### src/design/dmr_pkg.sv
// Package for the dead-man relay test controller.
// Holds word types, op and reply codes and sizing constants; no dependencies.
package dmr_pkg;

  localparam int unsigned RelayCount = 16;
  localparam int unsigned ImageWidth = 16;
  localparam logic [7:0] MaxIndex = 8'd15;
  localparam logic [ImageWidth-1:0] ImageAllOff = 16'hFFFF;
  localparam logic [15:0] HoldTimeoutReset = 16'd400;
  localparam logic [15:0] HardCapReset = 16'd10000;

  typedef enum logic [2:0] {
    OP_TICK    = 3'd0,
    OP_ENTER   = 3'd1,
    OP_EXIT    = 3'd2,
    OP_RELEASE = 3'd3,
    OP_HOLD    = 3'd4,
    OP_STOP    = 3'd5
  } op_e;

  typedef enum logic [2:0] {
    RPL_NONE      = 3'd0,
    RPL_ENTER_ACK = 3'd1,
    RPL_BUSY      = 3'd2,
    RPL_EXIT_DONE = 3'd3,
    RPL_INVALID   = 3'd4,
    RPL_CAP       = 3'd5,
    RPL_STOP_DONE = 3'd6
  } reply_e;

  typedef enum logic {
    CFG_HOLD_TIMEOUT = 1'b0,
    CFG_HARD_CAP     = 1'b1
  } cfg_idx_e;

  typedef struct packed {
    op_e        op;
    logic [7:0] relay_index;
    logic       seq_busy;
  } in_t;

  typedef struct packed {
    logic [ImageWidth-1:0] relays;
    reply_e                reply_code;
    logic                  in_test_mode;
    logic                  held_valid;
    logic [3:0]            held_index;
    logic                  cap_hit;
  } out_t;

  typedef struct packed {
    logic [15:0] hold_timeout;
    logic [15:0] hard_cap;
  } cfg_t;

endpackage

### src/design/dmr_ctrl.sv
// Interlock state and single-pass update logic for one command word.
// Depends on dmr_pkg for word types, codes and constants.
module dmr_ctrl (
  input  logic          clk_i,
  input  logic          rst_ni,
  input  logic          step_i,
  input  dmr_pkg::in_t  item_i,
  input  dmr_pkg::cfg_t cfg_i,
  output dmr_pkg::out_t result_o
);

  logic [dmr_pkg::ImageWidth-1:0] image_q, image_d;
  logic        mode_q, mode_d;
  logic        sel_valid_q, sel_valid_d;
  logic [3:0]  sel_index_q, sel_index_d;
  logic        capped_q, capped_d;
  logic [15:0] on_elapsed_q, on_elapsed_d;
  logic [15:0] since_hold_q, since_hold_d;
  dmr_pkg::reply_e reply;

  logic [15:0] on_inc, sh_inc;
  logic [dmr_pkg::ImageWidth-1:0] sel_bit;
  logic idx_ok;

  assign on_inc  = (on_elapsed_q == 16'hFFFF) ? on_elapsed_q : on_elapsed_q + 16'd1;
  assign sh_inc  = (since_hold_q == 16'hFFFF) ? since_hold_q : since_hold_q + 16'd1;
  assign sel_bit = dmr_pkg::ImageWidth'(1) << sel_index_q;
  assign idx_ok  = (item_i.relay_index < 8'(dmr_pkg::RelayCount)) &&
                   (item_i.relay_index <= dmr_pkg::MaxIndex);

  always_comb begin
    image_d      = image_q;
    mode_d       = mode_q;
    sel_valid_d  = sel_valid_q;
    sel_index_d  = sel_index_q;
    capped_d     = capped_q;
    on_elapsed_d = on_elapsed_q;
    since_hold_d = since_hold_q;
    reply        = dmr_pkg::RPL_NONE;
    unique case (item_i.op)
      dmr_pkg::OP_TICK: begin
        if (mode_q && sel_valid_q) begin
          on_elapsed_d = on_inc;
          since_hold_d = sh_inc;
          if (!capped_q && on_inc >= cfg_i.hard_cap) begin
            image_d  = image_d | sel_bit;
            capped_d = 1'b1;
            reply    = dmr_pkg::RPL_CAP;
          end
          // keep-alive expired: drop the selection
          if (sh_inc > cfg_i.hold_timeout) begin
            if (!capped_d) begin
              image_d = image_d | sel_bit;
            end
            sel_valid_d = 1'b0;
            capped_d    = 1'b0;
          end
        end
      end
      dmr_pkg::OP_ENTER: begin
        if (item_i.seq_busy) begin
          reply = dmr_pkg::RPL_BUSY;
        end else begin
          image_d     = dmr_pkg::ImageAllOff;
          mode_d      = 1'b1;
          sel_valid_d = 1'b0;
          capped_d    = 1'b0;
          reply       = dmr_pkg::RPL_ENTER_ACK;
        end
      end
      dmr_pkg::OP_EXIT: begin
        image_d     = dmr_pkg::ImageAllOff;
        mode_d      = 1'b0;
        sel_valid_d = 1'b0;
        reply       = dmr_pkg::RPL_EXIT_DONE;
      end
      dmr_pkg::OP_RELEASE: begin
        if (sel_valid_q) begin
          image_d = image_q | sel_bit;
        end
        sel_valid_d = 1'b0;
        capped_d    = 1'b0;
      end
      dmr_pkg::OP_HOLD: begin
        if (mode_q) begin
          if (!idx_ok) begin
            reply = dmr_pkg::RPL_INVALID;
          end else begin
            if (!sel_valid_q || item_i.relay_index[3:0] != sel_index_q) begin
              image_d = dmr_pkg::ImageAllOff &
                        ~(dmr_pkg::ImageWidth'(1) << item_i.relay_index[3:0]);
              sel_valid_d  = 1'b1;
              sel_index_d  = item_i.relay_index[3:0];
              on_elapsed_d = '0;
              capped_d     = 1'b0;
            end
            since_hold_d = '0;
          end
        end
      end
      dmr_pkg::OP_STOP: begin
        image_d     = dmr_pkg::ImageAllOff;
        mode_d      = 1'b0;
        sel_valid_d = 1'b0;
        capped_d    = 1'b0;
        reply       = dmr_pkg::RPL_STOP_DONE;
      end
      default: begin
      end
    endcase
  end

  always_ff @(posedge clk_i or negedge rst_ni) begin
    if (!rst_ni) begin
      image_q      <= dmr_pkg::ImageAllOff;
      mode_q       <= 1'b0;
      sel_valid_q  <= 1'b0;
      sel_index_q  <= '0;
      capped_q     <= 1'b0;
      on_elapsed_q <= '0;
      since_hold_q <= '0;
    end else if (step_i) begin
      image_q      <= image_d;
      mode_q       <= mode_d;
      sel_valid_q  <= sel_valid_d;
      sel_index_q  <= sel_index_d;
      capped_q     <= capped_d;
      on_elapsed_q <= on_elapsed_d;
      since_hold_q <= since_hold_d;
    end
  end

  always_comb begin
    result_o.relays       = image_d;
    result_o.reply_code   = reply;
    result_o.in_test_mode = mode_d;
    result_o.held_valid   = sel_valid_d;
    result_o.held_index   = sel_valid_d ? sel_index_d : 4'd0;
    result_o.cap_hit      = capped_d;
  end

`ifndef SYNTHESIS
  // a selection only exists inside test mode
  a_sel_needs_mode: assert property (@(posedge clk_i) disable iff (!rst_ni)
    sel_valid_q |-> mode_q)
    else $error("selection held outside test mode");
  // a hold of a valid index selects that relay and leaves it on unless capped
  a_hold_single: assert property (@(posedge clk_i) disable iff (!rst_ni)
    (step_i && item_i.op == dmr_pkg::OP_HOLD && mode_q && idx_ok) |=>
    (sel_valid_q && since_hold_q == 16'd0 && image_q[sel_index_q] == (1'b0 || capped_q)))
    else $error("hold did not select the relay");
  // at most one relay is ever on
  a_one_on: assert property (@(posedge clk_i) disable iff (!rst_ni)
    $countones(~image_q) <= 1)
    else $error("more than one relay on");
`endif

endmodule

### src/design/dead_man_relay_test_controller.sv
// Top level of the dead-man relay test controller: config registers,
// input word register and result word register around dmr_ctrl. Uses dmr_pkg.
//
// Each command word passes an input register, one pass of update logic and a
// result register. A new word is taken every cycle, limited only by the
// result side's stall. The input stalls only while its register is full and
// the result register cannot drain.
// Config writes take effect on the next cycle and are meant for idle periods.
module dead_man_relay_test_controller (
  input  logic          clk_i,
  input  logic          rst_ni,
  input  logic          in_valid_i,
  output logic          in_stall_o,
  input  dmr_pkg::in_t  in_data_i,
  output logic          out_valid_o,
  input  logic          out_stall_i,
  output dmr_pkg::out_t out_data_o,
  input  logic          cfg_we_i,
  input  logic          cfg_index_i,
  input  logic [15:0]   cfg_data_i
);

  dmr_pkg::cfg_t cfg_q;
  dmr_pkg::in_t  item_q;
  logic          item_valid_q;
  logic          out_valid_q;
  dmr_pkg::out_t out_q;
  dmr_pkg::out_t result;
  logic          out_free;
  logic          step;

  assign out_free   = !out_valid_q || !out_stall_i;
  assign step       = item_valid_q && out_free;
  assign in_stall_o = item_valid_q && !out_free;

  always_ff @(posedge clk_i or negedge rst_ni) begin
    if (!rst_ni) begin
      cfg_q.hold_timeout <= dmr_pkg::HoldTimeoutReset;
      cfg_q.hard_cap     <= dmr_pkg::HardCapReset;
    end else if (cfg_we_i) begin
      unique case (dmr_pkg::cfg_idx_e'(cfg_index_i))
        dmr_pkg::CFG_HOLD_TIMEOUT: cfg_q.hold_timeout <= cfg_data_i;
        dmr_pkg::CFG_HARD_CAP:     cfg_q.hard_cap     <= cfg_data_i;
        default: begin
        end
      endcase
    end
  end

  // input register: refill whenever the held word moves on or it is empty
  always_ff @(posedge clk_i or negedge rst_ni) begin
    if (!rst_ni) begin
      item_valid_q <= 1'b0;
    end else if (!in_stall_o) begin
      item_valid_q <= in_valid_i;
    end
  end

  always_ff @(posedge clk_i) begin
    if (!in_stall_o && in_valid_i) begin
      item_q <= in_data_i;
    end
  end

  dmr_ctrl u_ctrl (
    .clk_i    (clk_i),
    .rst_ni   (rst_ni),
    .step_i   (step),
    .item_i   (item_q),
    .cfg_i    (cfg_q),
    .result_o (result)
  );

  always_ff @(posedge clk_i or negedge rst_ni) begin
    if (!rst_ni) begin
      out_valid_q <= 1'b0;
    end else if (out_free) begin
      out_valid_q <= item_valid_q;
    end
  end

  always_ff @(posedge clk_i) begin
    if (step) begin
      out_q <= result;
    end
  end

  assign out_valid_o = out_valid_q;
  assign out_data_o  = out_q;

`ifndef SYNTHESIS
  a_stall_needs_word: assert property (@(posedge clk_i) disable iff (!rst_ni)
    in_stall_o |-> (item_valid_q && out_valid_q && out_stall_i))
    else $error("input stalled without a blocked result");
  a_held_index_zero: assert property (@(posedge clk_i) disable iff (!rst_ni)
    (out_valid_o && !out_data_o.held_valid) |-> (out_data_o.held_index == 4'd0))
    else $error("held index set without a selection");
  a_word_moves: assert property (@(posedge clk_i) disable iff (!rst_ni)
    step |=> out_valid_q)
    else $error("stepped word did not reach the result register");
`endif

endmodule

### config.mk
export PLATFORM = sky130hd
export DESIGN_NAME = dead_man_relay_test_controller
export DESIGN_NICKNAME = d
export VERILOG_FILES = /design/src/design/dmr_pkg.sv /design/src/design/dmr_ctrl.sv /design/src/design/dead_man_relay_test_controller.sv
export SDC_FILE = /design/constraint.sdc
export NUM_CORES = 1
export LEC_CHECK = 0
export ABC_AREA = 1
export BUFFER_PORTS_ARGS = -buffer_cell sky130_fd_sc_hd__buf_2
export CAP_MARGIN = 20
export CORE_UTILIZATION = 60
export CTS_BUF_LIST = sky130_fd_sc_hd__clkbuf_4 sky130_fd_sc_hd__clkbuf_8
export CTS_CLUSTER_DIAMETER = 120
export DETAILED_ROUTE_END_ITERATION = 6
export PLACE_DENSITY = 0.8
export SLEW_MARGIN = 40
export SYNTH_ARGS = -nofsm -noshare
export SYNTH_HDL_FRONTEND = slang
export SYNTH_SLANG_ARGS = --single-unit
### constraint.sdc
create_clock -name clk_i -period 5.7 [get_ports clk_i]
set_input_delay 0.57 -clock clk_i [delete_from_list [all_inputs] [get_ports clk_i]]
set_output_delay 0.57 -clock clk_i [all_outputs]
set_load 0.01 [all_outputs]
# Word-level counts from Yosys, hierarchy flattened
# Cells that the tools add are included.
[totals]
register_bits = 127
input_bits = 34
output_inout_bits = 28
elab_cells = 119
[op_classes]
add_sub_neg = 2
order_cmp = 4
n_eq_ne = 12
n_shift = 2
n_mux = 52
n_bitwise = 4
reduce_logical = 23
[ops]
columns = ["op", "count"]
rows = [
  ["$mux W16", 20],
  ["$pmux W16 S5", 1],
  ["$pmux W16 S2", 2],
  ["$add A16 B1 Y16 const B", 2],
  ["$eq A16 B16 Y1 const B", 2],
  ["$or A16 B16 Y16", 2],
  ["$shl A1 B4 Y16 const A", 2],
  ["$ge A16 B16 Y1", 1],
  ["$gt A16 B16 Y1", 1],
  ["$mux W1", 16],
  ["$mux W4", 4],
  ["$not A16 Y16", 1],
  ["$pmux W3 S5", 1],
  ["$mux W3", 4],
  ["$le A8 B4 Y1 const B", 1],
  ["$lt A8 B5 Y1 const B", 1],
  ["$ne A2 B1 Y1 const B", 4],
  ["$pmux W1 S4", 2],
  ["$eq A3 B2 Y1 const B", 2],
  ["$eq A3 B3 Y1 const B", 2],
  ["$logic_and A1 B1 Y1", 6],
  ["$logic_not A1 Y1", 6],
  ["$reduce_and A6 Y1", 1],
  ["$reduce_and A5 Y1", 1],
  ["other kinds (11)", 14],
]

# Depth between registers and ports, before layout
# Gate-level depths: netlist of run 1.
[depth]
ltp_word = 12
depth_mapped = 27
ltp_nobuf = 25

# Modules after synthesis
# Synthesis of run 1 repeated with hierarchy kept, for this count alone.
[unflattened]
hier_cells = 1085
hier_area_um2 = 8127.8
[modules_own_cells]
columns = ["mod", "instances", "cells_each", "area_each_um2", "seq_area_each_um2"]
rows = [
  ["dmr_ctrl", 1, 895, 5566.6, 1396.3],
  ["dead_man_relay_test_controller", 1, 190, 2561.2, 2001.9],
]

# Least setup slack after synthesis of run 1
# OpenSTA, ideal clock, no wires.
[synth_timing]
kind = "register to register"
start = "reg u_ctrl.on_elapsed_q[0]"
end = "reg out_q (netlist bit out_data_o[17]) (data pin)"
setup_ps = 267
arrival_ps = 2640
required_time_ps = 5433
path_slack_ps = 2794
stages_incl_launch_ff = 24
path_buffers = 1
period_less_slack_ps = 2906
path_cell_list = "dfrtp_1 > ha_1 > inv_1 > nor3_4 > nand4_1 > inv_2 > nand2_4 > nand3_1 > nor2_1 > xor2_1 > ha_1 > nand2_1 > inv_1 > nand2_1 > nand2_1 > o21bai_1 > nor2_1 > nor2_1 > nand2_2 > buf_4 > nand2_1 > nand2_1 > nand2_1 > nand3_1"
[synth_lines]
columns = ["element", "line", "rtl"]
rows = [
  ["from (decl)", "dmr_ctrl.sv:17", "logic [15:0] on_elapsed_q, on_elapsed_d;"],
  ["from (signal assigned)", "dmr_ctrl.sv:128", "on_elapsed_q <= on_elapsed_d;"],
  ["to (signal assigned)", "dead_man_relay_test_controller.sv:84", "out_q <= result;"],
  ["to (decl)", "dead_man_relay_test_controller.sv:27", "dmr_pkg::out_t out_q;"],
]

==> impl_metrics.json, run 1 <==
{
  "status": "complete, no violations",
  "worstSetupStartpointType": "flip-flop",
  "ys_types": 45,
  "fin_crit_sh_pct": 62.46,
  "cts_buffer_depth": 2,
  "root_buffer": "clkbuf_8",
  "ys_seq_area_share_pct": 42.91,
  "drt_wl_total_um": 18510,
  "clock_latency_ps": 460,
  "finClkSkew_ps": 16.43,
  "num-nets-final": 1162,
  "die_width_um": 116.9,
  "fin_hold_ws_ps": 89.60,
  "dp_hpwl_um": 13090,
  "hold_buffers": 0,
  "grt_pass1_vias": 6593,
  "rsz0062_at_grt": "false",
  "setup_violations": 0,
  "path_max_fanout": 11,
  "max-vdd-ir-drop_mv": 0.2351,
  "finalCriticalPeriod_ps": 3560,
  "routed_via_density": 5.426,
  "tritoncts": "yes",
  "finalHoldViolCount": 0,
  "tns_ps": 0,
  "dieArea_um2": 13660,
  "drive_above_1_share_pct": 14.81,
  "gp_congestion": 0.9284,
  "drt_iter0_drc": 528,
  "drt-wirelength-per-cell_um": 14.47,
  "cp.arrival_ps": 3750,
  "cts_setup_buffers": 0,
  "cp.required_ps": 5890,
  "hold_class": "primary input to async pin",
  "drcViolationCount": 0,
  "num_io_pins": 62,
  "synth_flop_cell": "dfrtp_1",
  "synth_edf_count": 38,
  "slew_headroom_pct": 47.30,
  "yosys_warnings": 0,
  "core_area_um2": 12720,
  "ant_nets": 0,
  "clkSlewWorstSetupHoldPaths_ps": 70,
  "dr.pass1.iters": 6,
  "power.density_nw_per_um2": 380.8,
  "area_growth_pct": 9.338,
  "grt_overflow": 0,
  "syn-mean-instance-area_um2": 7.571,
  "critPathCaptureType": "flip-flop",
  "numPortBuffers": 61,
  "worst_pin_slew_ps": 789.7,
  "numCtsBuffers": 17,
  "antenna_found_initial": 0,
  "async_flop_share_pct": 70.08,
  "syn_area_um2": 7919,
  "antenna_cells": 0,
  "fmax_ghz": 0.2809,
  "grt.total_usage_pct": 29.11,
  "drv_slew": 0,
  "critPathKind": "flip-flop to flip-flop",
  "h-tree-depth": 4,
  "total_power_mw": 3.297,
  "fill_cells": 1116,
  "cts_sinks": 127,
  "final_util_pct": 68.06,
  "grt_pass1_wl_um": 30190,
  "p_leak_nw": 4.287,
  "maxCapViolations": 0,
  "ctsResizeCount": 0,
  "die-height_um": 116.9,
  "syn_nets": 1114,
  "grt_max_degree": 50,
  "ys_ff_latch": 127,
  "start_util_pct": 62.24,
  "rows": 41,
  "synthCells": 1046,
  "vias": 6940
}
kinds of logic after synthesis:
logic type / after synthesis / share of synthesized area, %
flip-flops: 127 / 42.91
AND/OR/NAND/NOR: 483 / 27.07
AO/OA/AOI/OAI: 178 / 11.99
adder cells (fa/ha/maj): 34 / 5.372
XOR/XNOR: 18 / 2.086
buffers and inverters: 206 / 10.57
power breakdown:
group / internal, mW / switching, mW / total [mW]
clock: 0.348 / 0.396 / 0.744
sequential: 1.20 / 0.203 / 1.40
combinational: 0.404 / 0.744 / 1.15
total: 1.95 / 1.34 / 3.30
worst max-delay path, cell delays in order, from the launching register on:
cell and delay [ps]:
dfrtp_1 380, inv_1 70, nor3_1 530, nand2_2 310
nand4_1 160, xor2_1 220, inv_1 90, ha_1 300
nand2_1 70, nor2_1 150, nand2_1 70, nand2_1 70
nand2_1 50, nand2_1 80, nand3_1 110, nand2_1 120
nand4_1 130, o21ai_0 300, inv_1 100
sequential cells by signal, indices dropped and copies added (netlist names):
signal / cells
u_ctrl.image_q: 16
u_ctrl.sel_valid_q: 1
out_valid_o: 1
u_ctrl.capped_q: 1
u_ctrl.mode_q: 1
out_data_o: 26
u_ctrl.on_elapsed_q: 16
item_q: 12
item_valid_q: 1
u_ctrl.sel_index_q: 4
cfg_q: 32
u_ctrl.since_hold_q: 16
layout by cell type, fill, tap and decap left out, types with 4 or more instances in the layout:
cell type,instances
a21oi_1,40
buf_2,60
clkbuf_8,17
clkinv_4,4
dfrtp_1,65
dfstp_2,24
edfxtp_1,38
ha_1,34
inv_1,161
inv_2,10
inv_6,5
nand2_1,272
nand2_2,6
nand2_4,4
nand3_1,77
nand3_2,6
nand4_1,17
nor2_1,66
nor2_2,5
nor2_4,4
nor3_1,15
nor4_1,4
o21ai_0,99
o21ai_1,8
o22ai_1,18
xor2_1,16
worst paths after layout:
check                                             start                endpoint  slack [ps]  depth (start not counted)
worst min-delay path                             rst_ni  u_ctrl.on_elapsed_q[2]          90                          1
worst min register to register        u_ctrl.image_q[8]       u_ctrl.image_q[8]         480                          2
worst max register to register  u_ctrl.since_hold_q[15]           out_data_o[5]        2140                         18
min in group clk_i                         in_data_i[3]               item_q[3]         280                          1
worst max-delay path            u_ctrl.since_hold_q[15]           out_data_o[5]        2140                         18
max in group asynchronous                        rst_ni               cfg_q[11]        4580                          2
layer usage:
layer	vias to the layer above	wire length (µm)	global-route usage (%)
met5	-	0	0
met1	3168	7751	34.66
met3	39	1219	6.076
li1	3481	-	-
met2	252	9146	50.89
met4	0	391	13.00
layout make-up:
type                       count  area, µm²  area share (%)
multi-input combinational    713       3701           42.75
timing repair buffer          63      322.8           3.728
clock buffer                  17      234.0           2.702
inverter                     172      650.6           7.514
clock inverter                15      136.4           1.575
sequential                   127       3398           39.25
tap                          172      215.2           2.486
synth_stat cells (17+ instances only):
library cell / number / share of area [%]
dfstp_2: 24 / 8.0
edfxtp_1: 38 / 14
nor2_1: 68 / 3.2
a21oi_1: 40 / 2.5
ha_1: 34 / 5.4
dfrtp_1: 65 / 21
o22ai_1: 18 / 1.4
inv_1: 161 / 7.6
o21ai_0: 99 / 6.3
nand4_1: 17 / 1.3
nand3_1: 77 / 4.9
nand2_1: 275 / 13
stage by stage:
step | cells | instance area [µm²] | setup slack [ps]
6_report | 1279 | 8658 | 2140
5_1_grt | 1279 | 8658 | 1831
4_1_cts | 1279 | 8651 | 2183
3_5_place_dp | 1247 | 8280 | 2208
3_3_place_gp | 1247 | 8275 | 2283
2_1_floorplan | 1046 | 7919 | 2794
Note: power is estimated with default switching activity, not from simulation.
==> inputs of run 2 (changes only) <==
--- a/config.mk
+++ b/config.mk
@@ -8,11 +8,11 @@
 export ABC_AREA = 1
 export BUFFER_PORTS_ARGS = -buffer_cell sky130_fd_sc_hd__buf_2
 export CAP_MARGIN = 20
-export CORE_UTILIZATION = 60
+export CORE_UTILIZATION = 57
 export CTS_BUF_LIST = sky130_fd_sc_hd__clkbuf_4 sky130_fd_sc_hd__clkbuf_8
 export CTS_CLUSTER_DIAMETER = 120
 export DETAILED_ROUTE_END_ITERATION = 6
-export PLACE_DENSITY = 0.8
+export PLACE_DENSITY = 0.79
 export SLEW_MARGIN = 40
 export SYNTH_ARGS = -nofsm -noshare
 export SYNTH_HDL_FRONTEND = slang
==> constraint.sdc (replaced) <==
create_clock -name clk_i -period 2.9 [get_ports clk_i]
set_input_delay 0.29 -clock clk_i [delete_from_list [all_inputs] [get_ports clk_i]]
set_output_delay 0.29 -clock clk_i [all_outputs]
set_load 0.01 [all_outputs]
==> impl_metrics.json, run 2 (same netlist as run 1, synthesis figures left out) <==
{
  "grt_overflow": 0,
  "start_util_pct": 59.09,
  "cp_common_cell": "nand2_1",
  "routed_via_density": 5.593,
  "die-height_um": 119.9,
  "top_register": "cfg_q",
  "drt_iter0_drc": 756,
  "dp.cells": 1330,
  "switching_share_pct": 39.17,
  "p_int_mw": 4.690,
  "numPortBuffers": 61,
  "drv_slew": 0,
  "p_leak_nw": 4.941,
  "ant_nets": 0,
  "area_growth_pct": 25.74,
  "tritoncts": "yes",
  "fill_cells": 992,
  "rows": 42,
  "p_seq_share_pct": 35.9,
  "max-vdd-ir-drop_mv": 0.5478,
  "crit_chain": "ha_4 -> inv_2 -> nor3_4 -> nand4_1 -> inv_2 -> nand2_4 -> nand3_4 -> nor2_4 -> xor2_2 -> ha_1 -> nand2_1 -> inv_1 -> nand2_1 -> nand2_1 -> o21bai_1 -> nor2_2 -> nor2_4 -> nand2_4 -> nand2_1 -> nand2_1 -> nand2_1 -> nand3_2",
  "seq_area_um2": 3400,
  "layout_setup_ws_ps": -448.1,
  "num-nets-final": 1272,
  "fmax_ghz": 0.2987,
  "slew_headroom_pct": 50.30,
  "numCtsBuffers": 17,
  "path_max_fanout": 8,
  "layout.cells.most_common": "nand2_1",
  "pwr-share-clk_pct": 22.4,
  "total_power_mw": 7.710,
  "maxCapViolations": 0,
  "num_io_pins": 62,
  "grt_max_degree": 43,
  "core_area_um2": 13400,
  "power_switching_mw": 3.020,
  "violations": "negative setup slack",
  "post-place-ws_ps": -422.6,
  "dr.pass1.iters": 7,
  "largest_register_ffs": 32,
  "critPathMaxStageDelay_ps": 440,
  "cp.arrival_ps": 3550,
  "vias": 7791,
  "cts_sinks": 127,
  "rsz0062_at_grt": "true",
  "drt-wirelength-per-cell_um": 15.93,
  "final_cell_mix": "nand2_1, inv_1, buf_4, o21ai_0, dfrtp_1",
  "dieArea_um2": 14370,
  "power.density_nw_per_um2": 774.3,
  "antenna_cells": 0,
  "cpLargestDelayFamily": "simple AND/OR/NAND/NOR gates",
  "finalHoldViolCount": 0,
  "critPathKind": "flip-flop to flip-flop",
  "critPathCaptureType": "flip-flop",
  "antenna_found_initial": 0,
  "drive_above_1_share_pct": 27.53,
  "finClkSkew_ps": 14.20,
  "multi_input_area_um2": 4075,
  "setup_violations": 42,
  "clkSlewWorstSetupHoldPaths_ps": 80,
  "root_buffer": "clkbuf_8",
  "drt_wl_total_um": 22200,
  "dp_hpwl_um": 14450,
  "fin_crit_sh_pct": 115.5,
  "final_util_pct": 74.30,
  "die_width_um": 119.9,
  "cts_buffer_depth": 2,
  "power_frac_comb_pct": 41.7,
  "fin_cells": 1393,
  "h-tree-depth": 4,
  "grt_pass1_vias": 7306,
  "worst-path-buf-inv": 3,
  "status": "complete, but fails checks",
  "worstSetupStartpointType": "flip-flop",
  "hold_class": "primary input to flip-flop",
  "gp_congestion": 0.9750,
  "worst_pin_slew_ps": 740.9,
  "grt_pass1_wl_um": 34410,
  "crit_path_top_delay_cell": "dfrtp_1",
  "clock_latency_ps": 460,
  "grt.total_usage_pct": 30.73,
  "cp.required_ps": 3100,
  "drcViolationCount": 0,
  "finalCriticalPeriod_ps": 3348
}
-- run 2: cell count changes in the layout (fill, tap and decap cells not counted), sizes merged --
| cell | delta |
|---|---|
| clkbuf | +5 |
| buf | +101 |
| clkinvlp | -2 |
| dlygate4sd3 | +8 |
| clkinv | -3 |
| bufinv | +3 |
| nand2 | +1 |
| inv | -3 |
-- run 2: cell type report --
type | count | area share (%)
Multi-Input combinational cell | 714 | 40.93
Sequential cell | 127 | 34.14
Timing Repair Buffer | 172 | 11.74
Inverter | 172 | 6.534
Clock buffer | 22 | 2.852
Tap cell | 176 | 2.212
Clock inverter | 10 | 1.596
-- run 2: metal layers --
layer | part of all wire, % | GRT usage (%) | vias up
met1 | 41 | 39.40 | 3656
met3 | 6.9 | 6.226 | 72
met4 | 2.5 | 11.09 | 0
met5 | 0 | 0 | -
met2 | 49 | 51.52 | 368
li1 | - | - | 3695
-- run 2: stage by stage --
| step | TNS (ps) | cell area (µm²) | hold slack, ps |
|---|---|---|---|
| 4_1_cts | -7235 | 9653 | 3.649 |
| 6_report | -14180 | 9957 | 17.64 |
| 5_1_grt | -20140 | 9957 | 1.716 |
| 2_1_floorplan | 0 | 7919 | -5.591 |
| 3_5_place_dp | -14340 | 8874 | 305.2 |
| 3_3_place_gp | -9276 | 8874 | 310.0 |
-- run 2: worst paths after layout --
kind,start,endpoint,slack [ps],depth (start not counted)
setup / recovery,u_ctrl.on_elapsed_q[0],out_data_o[22],-450,22
hold / removal,in_data_i[3],item_q[3],20,1
setup reg to reg,u_ctrl.on_elapsed_q[0],out_data_o[22],-450,22
hold reg to reg,u_ctrl.image_q[6],u_ctrl.image_q[6],480,2
max in group asynchronous,rst_ni,u_ctrl.image_q[3],1760,3
min in group asynchronous,rst_ni,cfg_q[21],360,2
-- run 2: repair_timing --
item / CTS / global route
gates cloned: 1 / 0
endpoints found under the hold margin: 32 / 0
gates resized for setup: 39 / 53
hold buffers: 8 / 0
setup endpoints to repair: 42 / 42
buffers inserted: 11 / 12
pin swaps: 18 / 29
-- run 2: power by group through the flow --
stage / Combinational (mW) / Clock [mW] / Sequential, mW
after floorplan: 1.78 / 0 / 2.66
after global placement: 2.62 / 0 / 2.74
after detailed placement: 2.71 / 0 / 2.76
after CTS: 2.93 / 1.73 / 2.73
after global routing: 3.52 / 1.82 / 2.82
final: 3.21 / 1.73 / 2.77
